[src/design/ffa_pkg.sv]
// Shared types, codes and helpers for the first-fit frame allocator.
package ffa_pkg;

  localparam int WORD_BITS = 32;
  localparam int BIT_W     = 5;
  localparam int WIDX_W    = 11;
  localparam int FIDX_W    = 16;

  localparam logic [1:0] OP_ALLOC = 2'd0;
  localparam logic [1:0] OP_FREE  = 2'd1;
  localparam logic [1:0] OP_QUERY = 2'd2;

  localparam logic [1:0] ST_OK      = 2'd0;
  localparam logic [1:0] ST_FULL    = 2'd1;
  localparam logic [1:0] ST_INVALID = 2'd2;

  typedef struct packed {
    logic [1:0] op;
    logic [7:0] frame_in;
  } ffa_in_t;

  typedef struct packed {
    logic [7:0] frame_out;
    logic       is_used;
    logic [1:0] status;
    logic [8:0] used_count;
  } ffa_out_t;

  typedef struct packed {
    logic              valid;
    logic [1:0]        op;
    logic              tgt_en;
    logic [WIDX_W-1:0] tgt_word;
    logic [BIT_W-1:0]  tgt_bit;
    logic              found;
    logic [FIDX_W-1:0] grant;
    logic              cleared;
    logic              used_bit;
  } ffa_tok_t;

  function automatic logic [WORD_BITS-1:0] word_mask(int widx, int lo, int hi);
    logic [WORD_BITS-1:0] m;
    int                   g;
    m = '0;
    for (int j = 0; j < WORD_BITS; j++) begin
      g = widx * WORD_BITS + j;
      m[j] = (g >= lo) && (g < hi);
    end
    return m;
  endfunction

endpackage

[src/design/ffa_cell.sv]
// One map cell: holds 32 frame bits and serves the passing command token.
module ffa_cell #(
  parameter int CELL_IDX        = 0,
  parameter int NUM_FRAMES      = 256,
  parameter int RESERVED_FRAMES = 16
) (
  input  logic             clk,
  input  logic             rst_n,
  input  ffa_pkg::ffa_tok_t tok_in,
  output ffa_pkg::ffa_tok_t tok_out
);
  import ffa_pkg::*;

  localparam logic [WORD_BITS-1:0] RST_WORD = word_mask(CELL_IDX, 0, RESERVED_FRAMES);
  localparam logic [WORD_BITS-1:0] USR_MASK =
    word_mask(CELL_IDX, RESERVED_FRAMES, NUM_FRAMES);
  localparam logic [WIDX_W-1:0] MY_WORD = WIDX_W'(CELL_IDX);
  localparam logic [FIDX_W-1:0] BASE    = FIDX_W'(CELL_IDX * WORD_BITS);

  logic [WORD_BITS-1:0] word_r, word_nxt;
  ffa_tok_t             tok_r, tok_nxt;
  logic [WORD_BITS-1:0] free_vec, low_hot;
  logic [BIT_W-1:0]     pos;
  logic                 hit;

  always_comb begin
    free_vec = ~word_r & USR_MASK;
    low_hot  = free_vec & (~free_vec + WORD_BITS'(1));
    pos      = '0;
    for (int j = 0; j < WORD_BITS; j++) begin
      if (low_hot[j]) pos = pos | BIT_W'(j);
    end
  end

  assign hit = tok_in.tgt_en && (tok_in.tgt_word == MY_WORD);

  always_comb begin
    word_nxt = word_r;
    tok_nxt  = tok_in;
    if (tok_in.valid) begin
      unique case (tok_in.op)
        OP_ALLOC: begin
          if (!tok_in.found && (free_vec != '0)) begin
            word_nxt      = word_r | low_hot;
            tok_nxt.found = 1'b1;
            tok_nxt.grant = BASE | FIDX_W'(pos);
          end
        end
        OP_FREE: begin
          if (hit && word_r[tok_in.tgt_bit]) begin
            word_nxt[tok_in.tgt_bit] = 1'b0;
            tok_nxt.cleared          = 1'b1;
          end
        end
        OP_QUERY: begin
          if (hit) tok_nxt.used_bit = word_r[tok_in.tgt_bit];
        end
        default: ;
      endcase
    end
  end

  always_ff @(posedge clk) begin
    if (!rst_n) begin
      word_r <= RST_WORD;
      tok_r  <= '0;
    end else begin
      word_r <= word_nxt;
      tok_r  <= tok_nxt;
    end
  end

  assign tok_out = tok_r;

endmodule

[src/design/first_fit_frame_allocator_unit.sv]
// Top level of the first-fit frame allocator: command launch, cell chain, result.
//
// Usage:
//   Command channel: drive in_item with start high; the command transfers at
//   a rising edge where start is high and busy is low. busy stays high until
//   out_valid rises.
//   Result channel: out_item is valid for exactly one cycle with out_valid
//   high; the receiver must take it then, it cannot stall the block.
//   The map lives in a chain of 32-bit cells, ceil(NUM_FRAMES/32) of them.
//   A command token walks one cell per cycle; allocate takes the lowest free
//   user frame in the first cell that has one, free and query act in the
//   cell that owns the frame.
//   Timing: the command token passes through every cell register in order,
//   and out_valid is registered from the token leaving the last cell. busy drops with
//   out_valid, so the next command can transfer at the edge that takes the
//   result; no new command is taken while the last one is still in the chain.
//   Reset (rst_n low, synchronous): kernel frames are marked used, all other
//   frames free, the used count is the kernel frame count, busy is low.
module first_fit_frame_allocator_unit #(
  parameter int NUM_FRAMES      = 256,
  parameter int RESERVED_FRAMES = 16
) (
  input  logic              clk,
  input  logic              rst_n,
  input  logic              start,
  output logic              busy,
  input  ffa_pkg::ffa_in_t  in_item,
  output logic              out_valid,
  output ffa_pkg::ffa_out_t out_item
);
  import ffa_pkg::*;

  localparam int NW      = (NUM_FRAMES + WORD_BITS - 1) / WORD_BITS;
  localparam int CW      = $clog2(NUM_FRAMES + 1);
  localparam int KFRAMES = (RESERVED_FRAMES < NUM_FRAMES) ? RESERVED_FRAMES : NUM_FRAMES;

  ffa_tok_t         chain [NW+1];
  ffa_tok_t         launch, done_tok;
  logic             accept;
  logic [31:0]      frame32;
  logic             free_ok, query_ok;
  logic             busy_r;
  logic [CW-1:0]    cnt_r, cnt_nxt;
  logic [31:0]      cnt_ext;
  logic             out_valid_r;
  ffa_out_t         out_r, out_nxt;

  assign accept  = start && !busy_r;
  assign frame32 = 32'(in_item.frame_in);
  assign free_ok = (frame32 < 32'(NUM_FRAMES)) && (frame32 >= 32'(RESERVED_FRAMES));
  assign query_ok = frame32 < 32'(NUM_FRAMES);

  always_comb begin
    launch          = '0;
    launch.valid    = accept;
    launch.op       = in_item.op;
    launch.tgt_word = WIDX_W'(in_item.frame_in[7:BIT_W]);
    launch.tgt_bit  = in_item.frame_in[BIT_W-1:0];
    launch.tgt_en   = ((in_item.op == OP_FREE) && free_ok) ||
                      ((in_item.op == OP_QUERY) && query_ok);
  end

  assign chain[0] = launch;

  for (genvar i = 0; i < NW; i++) begin : g_cell
    ffa_cell #(
      .CELL_IDX        (i),
      .NUM_FRAMES      (NUM_FRAMES),
      .RESERVED_FRAMES (RESERVED_FRAMES)
    ) u_cell (
      .clk     (clk),
      .rst_n   (rst_n),
      .tok_in  (chain[i]),
      .tok_out (chain[i+1])
    );
  end

  assign done_tok = chain[NW];

  always_comb begin
    cnt_nxt = cnt_r;
    if (done_tok.op == OP_ALLOC && done_tok.found) cnt_nxt = cnt_r + CW'(1);
    if (done_tok.op == OP_FREE && done_tok.cleared) cnt_nxt = cnt_r - CW'(1);
  end

  assign cnt_ext = 32'(cnt_nxt);

  always_comb begin
    out_nxt            = '0;
    out_nxt.used_count = cnt_ext[8:0];
    out_nxt.is_used    = (done_tok.op == OP_QUERY) && done_tok.used_bit;
    unique case (done_tok.op)
      OP_ALLOC: begin
        out_nxt.frame_out = done_tok.found ? done_tok.grant[7:0] : 8'd0;
        out_nxt.status    = done_tok.found ? ST_OK : ST_FULL;
      end
      OP_FREE:  out_nxt.status = done_tok.tgt_en ? ST_OK : ST_INVALID;
      OP_QUERY: out_nxt.status = ST_OK;
      default:  out_nxt.status = ST_INVALID;
    endcase
  end

  always_ff @(posedge clk) begin
    if (!rst_n) begin
      busy_r      <= 1'b0;
      cnt_r       <= CW'(KFRAMES);
      out_valid_r <= 1'b0;
    end else begin
      out_valid_r <= done_tok.valid;
      if (accept) busy_r <= 1'b1;
      else if (done_tok.valid) busy_r <= 1'b0;
      if (done_tok.valid) cnt_r <= cnt_nxt;
    end
  end

  always_ff @(posedge clk) begin
    if (done_tok.valid) out_r <= out_nxt;
  end

  assign busy      = busy_r;
  assign out_valid = out_valid_r;
  assign out_item  = out_r;

endmodule

[config.mk]
export PLATFORM = sky130hd
export DESIGN_NAME = first_fit_frame_allocator_unit
export DESIGN_NICKNAME = d
export VERILOG_FILES = /design/src/design/ffa_pkg.sv /design/src/design/ffa_cell.sv /design/src/design/first_fit_frame_allocator_unit.sv
export SDC_FILE = /design/constraint.sdc
export NUM_CORES = 1
export LEC_CHECK = 0
export BUFFER_PORTS_ARGS = -buffer_cell sky130_fd_sc_hd__clkbuf_2
export CAP_MARGIN = 20
export CORE_MARGIN = 3
export CORE_UTILIZATION = 25
export CTS_CLUSTER_DIAMETER = 80
export CTS_CLUSTER_SIZE = 25
export DETAILED_ROUTE_END_ITERATION = 7
export SYNTH_ARGS = -nofsm -noshare
export SYNTH_HDL_FRONTEND = slang
export SYNTH_HIERARCHICAL = 1
export SYNTH_SLANG_ARGS = --single-unit
export TNS_END_PERCENT = 20
[constraint.sdc]
create_clock -name clk -period 2.8 [get_ports clk]
set_clock_uncertainty 0.1 [all_clocks]
set_input_delay 0.28 -clock clk [delete_from_list [all_inputs] [get_ports clk]]
set_output_delay 0.28 -clock clk [all_outputs]
set_load 0.01 [all_outputs]
# After elaboration in Yosys (flattened, before gate mapping)
# Index checks and enable logic that the tools add are counted.
[totals]
inputBits = 13
wordCells = 771
reg_bits = 575
output_inout_bits = 22
[classes]
magnitude_cmp = 18
muxes = 483
reduce_logical = 75
n_eq_ne = 51
bitwise_logic = 48
add_sub_neg = 10
[op_table]
columns = ["operator", "n"]
rows = [
  ["$mux 32", 56],
  ["$not 32->32", 24],
  ["$mux 17", 40],
  ["$mux 5", 128],
  ["$and 32x32->32", 16],
  ["$pmux 32 s2", 8],
  ["$add 32x1->32 const B", 8],
  ["$mux 4", 64],
  ["$or 32x32->32", 8],
  ["$reduce_bool 32->1", 8],
  ["$mux 19", 7],
  ["$mux 1", 110],
  ["$mux 3", 32],
  ["$lt 5x6->1 const B", 8],
  ["$ne 3x2->1 const B", 16],
  ["$eq 11x3->1 const B", 4],
  ["$bmux 1 s5", 8],
  ["$demux 1 s5", 8],
  ["$ge 5x1->1 const B", 8],
  ["$logic_and 1x1->1", 38],
  ["$mux 9", 4],
  ["$mux 2", 17],
  ["$reduce_and 4->1", 8],
  ["$ne 3x1->1 const B", 9],
  ["15 further kinds", 48],
]

# Longest topological paths before layout
[logic_depth]
ltp_word = 41
depth_mapped = 10
depth_no_buf = 9

# Modules after synthesis
# Netlist, hierarchy kept.
[modules_own_cells]
columns = ["module", "cells_each", "n_inst", "area_per_inst_um2"]
rows = [
  ["ffa_cell at g_cell[1].u_cell ...", 422, 2, 3657.3],
  ["ffa_cell at g_cell[5].u_cell ...", 422, 2, 3651.0],
  ["ffa_cell at g_cell[3].u_cell", 413, 1, 3584.7],
  ["ffa_cell at g_cell[4].u_cell", 420, 1, 3520.9],
  ["ffa_cell at g_cell[7].u_cell", 395, 1, 3447.1],
  ["ffa_cell at g_cell[0].u_cell", 321, 1, 3050.4],
  ["first_fit_frame_allocator_unit", 146, 1, 1562.7],
]

# Worst setup path before layout
# No wires, ideal clock.
[synth_timing]
path_kind = "reg2reg"
from = "register g_cell[6].u_cell.tok_r (netlist bit g_cell[6].u_cell/tok_out[20])"
to = "register g_cell[7].u_cell.word_r[17]"
stages_incl_launch_ff = 9
required_time_ns = 2.599
path_buffers = 2
path_slack_ns = 0.564
arrival_time_ns = 2.035
path_cell_list = "dfxtp_1 buf_2 mux2i_1 o22ai_1 o211a_1 o41ai_4 clkbuf_1 o311ai_0 o41ai_1"
[synth_via]
elab_chain_len = 11
[synth_rtl]
columns = ["item", "line_no", "source"]
rows = [
  ["start, declared", "ffa_cell.sv:21", "ffa_tok_t tok_r, tok_nxt;"],
  ["start signal, assigned", "ffa_cell.sv:69", "tok_r <= tok_nxt;"],
  ["$lt 5x6->1 (not written as such) / $ge 5x1->1 (equally long branches)", "ffa_cell.sv:51", "word_nxt[tok_in.tgt_bit] = 1'b0;"],
  ["$logic_and 1x1->1 (not written as such)", "ffa_cell.sv:51", ""],
  ["$mux 1 (not written as such)", "ffa_cell.sv:51", ""],
  ["$demux 1 s5", "--", ""],
  ["$not 32->32 (no line)", "--", ""],
  ["$and 32x32->32 (no line)", "--", ""],
  ["$mux 32", "ffa_cell.sv:50", "if (hit && word_r[tok_in.tgt_bit]) begin"],
  ["$mux 32", "ffa_cell.sv:41", "unique case (tok_in.op)"],
  ["$mux 32", "ffa_cell.sv:40", "if (tok_in.valid) begin"],
  ["$pmux 32 s2", "ffa_cell.sv:41", ""],
  ["$mux 32", "ffa_cell.sv:40", ""],
  ["end signal, assigned", "ffa_cell.sv:68", "word_r <= word_nxt;"],
  ["end, declared", "ffa_cell.sv:20", "logic [WORD_BITS-1:0] word_r, word_nxt;"],
]
# Several ways; a longest one is shown, not always the timed one. The select of a mux whose other input is x is not followed.
# A chain may end at the register's enable or synchronous reset.

# Final worst setup path
[layout_timing]
from = "register g_cell[5].u_cell.tok_r (netlist bit g_cell[5].u_cell/tok_out[21])"
to = "register g_cell[6].u_cell.word_r[21]"
[layout_via]
elab_chain_len = 11
[layout_rtl]
columns = ["item", "line_no"]
rows = [
  ["start, declared", "ffa_cell.sv:21"],
  ["start signal, assigned", "ffa_cell.sv:69"],
  ["$lt 5x6->1 (not written as such) / $ge 5x1->1 (equally long branches)", "ffa_cell.sv:51"],
  ["$logic_and 1x1->1 (not written as such)", "ffa_cell.sv:51"],
  ["$mux 1 (not written as such)", "ffa_cell.sv:51"],
  ["$demux 1 s5", "--"],
  ["$not 32->32 (no line)", "--"],
  ["$and 32x32->32 (no line)", "--"],
  ["$mux 32", "ffa_cell.sv:50"],
  ["$mux 32", "ffa_cell.sv:41"],
  ["$mux 32", "ffa_cell.sv:40"],
  ["$pmux 32 s2", "ffa_cell.sv:41"],
  ["$mux 32", "ffa_cell.sv:40"],
  ["end signal, assigned", "ffa_cell.sv:68"],
  ["end, declared", "ffa_cell.sv:20"],
]
# Several ways; a longest one is shown, not always the timed one. The select of a mux whose other input is x is not followed.

==> flow_summary.toml <==
[run_status]
status = "finished clean"

[worst_setup_path]
cp.required_ns = 3.14
crit_fanout = 22
cp-start-kind = "register"
critPathArrivalTime_ns = 2.98
endpoint_kind = "register"
reg2reg_depth = 6
crit_type = "reg2reg"

[die]
dieWidth_um = 339
rows = 121
die_h_um = 339
core_area_um2 = 109000
die_area_um2 = 115000
ios = 35
start_util = 0.253

[timing]
rsz0062_at_grt = "false"
setup_tns_ns = 0
setup_violations = 0
max_freq_mhz = 380
relSlewSlack = 0.412
finalCritPeriodShare = 0.941
worst_slew_pin_slew_ns = 0.880
maxSlewViolCount = 0
fin_crit_ns = 2.63
hold_viol = 0

[layout]
drive_above_1_share = 0.130
final_cell_mix = "dfxtp_1 (497), nand2_1 (282), nor2_1 (185), o21ai_0 (175), buf_4 (175)"
fin_nets = 3317
layout_commonest_cell = "dfxtp_1"
nFillCells = 11700
area_growth_syn_to_layout_pct = 13.7
utilization = 0.288

[yosys]
yosys_warnings = 6
postSynthCellCount = 3222
syn_avg_cell_area_um2 = 8.59
netlist_area_um2 = 27700

[placed_design]
dp.final_hpwl_um = 63200
numPortBuffers = 34
gp_congestion = 0.951

[routing]
drc = 0
routed_wl_um = 87000
vias = 25600
drtIter0Drc = 2169
viasPerCell = 5.32
ant_nets = 0
firstDrtPassIters = 8
wl_per_cell_um = 18.1

[clocking]
ctsLongestPathBuffers = 3
numCtsBuffers = 36
post_cts_buffers = 0
clockRootBuffer = "clkbuf_16"
clkLatencyLatePin_ns = 0.61
cts_tree = "yes"
clkTransAtPathRegs_ns = 0.10
cts.sinks = 519
htree_levels = 2

[job]
drv_cap = 0

[pwr]
ir_drop_uv = 505
p_per_area_nw_per_um2 = 446
power_leakage_nw = 10.1
power_mw = 14.0

[grt]
track_usage = 0.145
grt_pass1_vias = 24400
grt_max_degree = 95
globalRouteOverflowTotal = 0
grt_antenna_before_repair = 1
grt_pass1_wl_um = 138000

[hold_path]
holdCritPathClass = "in2reg"
hold_depth = 3
[flip-flops by register name, summed over array words and instances (netlist names)]
name / cells
busy: 1
cnt_r: 9
g_cell.u_cell/word_r: 256
g_cell.u_cell/tok_out: 232
out_item: 20
out_valid: 1
[timing repair]
| action | CTS | global route |
|---|---|---|
| resized for setup | 0 | 3 |
| hold endpoints to repair | 12 | 0 |
| setup endpoints to repair | 0 | 3 |
| hold buffers | 7 | 0 |
[worst max-delay path: stages (launching register included)]
cell	delay (ns)
dfxtp_1	0.51
nor3_1	0.63
o2bb2ai_1	0.22
a22oi_1	0.10
and4_4	0.30
o21ai_2	0.43
a311oi_2	0.16
[report_power, final]
group / internal (mW) / leakage, nW / total (mW) / switching [mW]
Combinational: 0.229 / 5.22 / 0.640 / 0.411
Sequential: 7.51 / 4.23 / 7.61 / 0.0946
Clock: 2.62 / 0.608 / 5.79 / 3.17
[area by class of cell]
class | count | area [um^2] | area share
well taps | 1476 | 1850 | 0.0587
repair buffers | 223 | 1700 | 0.0542
clock buffers | 39 | 912 | 0.0290
flip-flops and latches | 519 | 10600 | 0.337
multi-input cells | 2420 | 15700 | 0.498
clock inverters | 25 | 360 | 0.0115
diodes | 1 | 2.50 | 0.0000795
inverters | 102 | 383 | 0.0122
[metal layers]
metal,vias to the layer above,global-route usage,part of all wire
met4,0,0.0521,0.035
met2,944,0.240,0.46
met5,-,0,0
li1,12300,-,-
met3,194,0.0177,0.058
met1,12200,0.193,0.44
[through the flow]
step                      std cells  area [um^2]  hold slack (ns)  setup WS [ns]
after floorplan                3254        27800            0.302          0.564
after global placement         4733        30100            0.330          0.158
after detailed placement       4733        30100            0.334          0.132
after CTS                      4804        31500         0.000289          0.146
after global routing           4804        31500           0.0241       0.000800
final                          4805        31500           0.0273          0.165
[final timing paths]
check / startpoint / end / slack (ns)
setup reg to reg: g_cell[5].u_cell/tok_out[21] / g_cell[6].u_cell/word_r[21] / 0.17
setup / recovery: g_cell[5].u_cell/tok_out[21] / g_cell[6].u_cell/word_r[21] / 0.17
hold / removal: in_item[8] / g_cell[0].u_cell/tok_out[36] / 0.03
hold reg to reg: g_cell[3].u_cell/tok_out[9] / g_cell[4].u_cell/tok_out[9] / 0.35
Note: power is estimated with default switching activity, not from simulation.
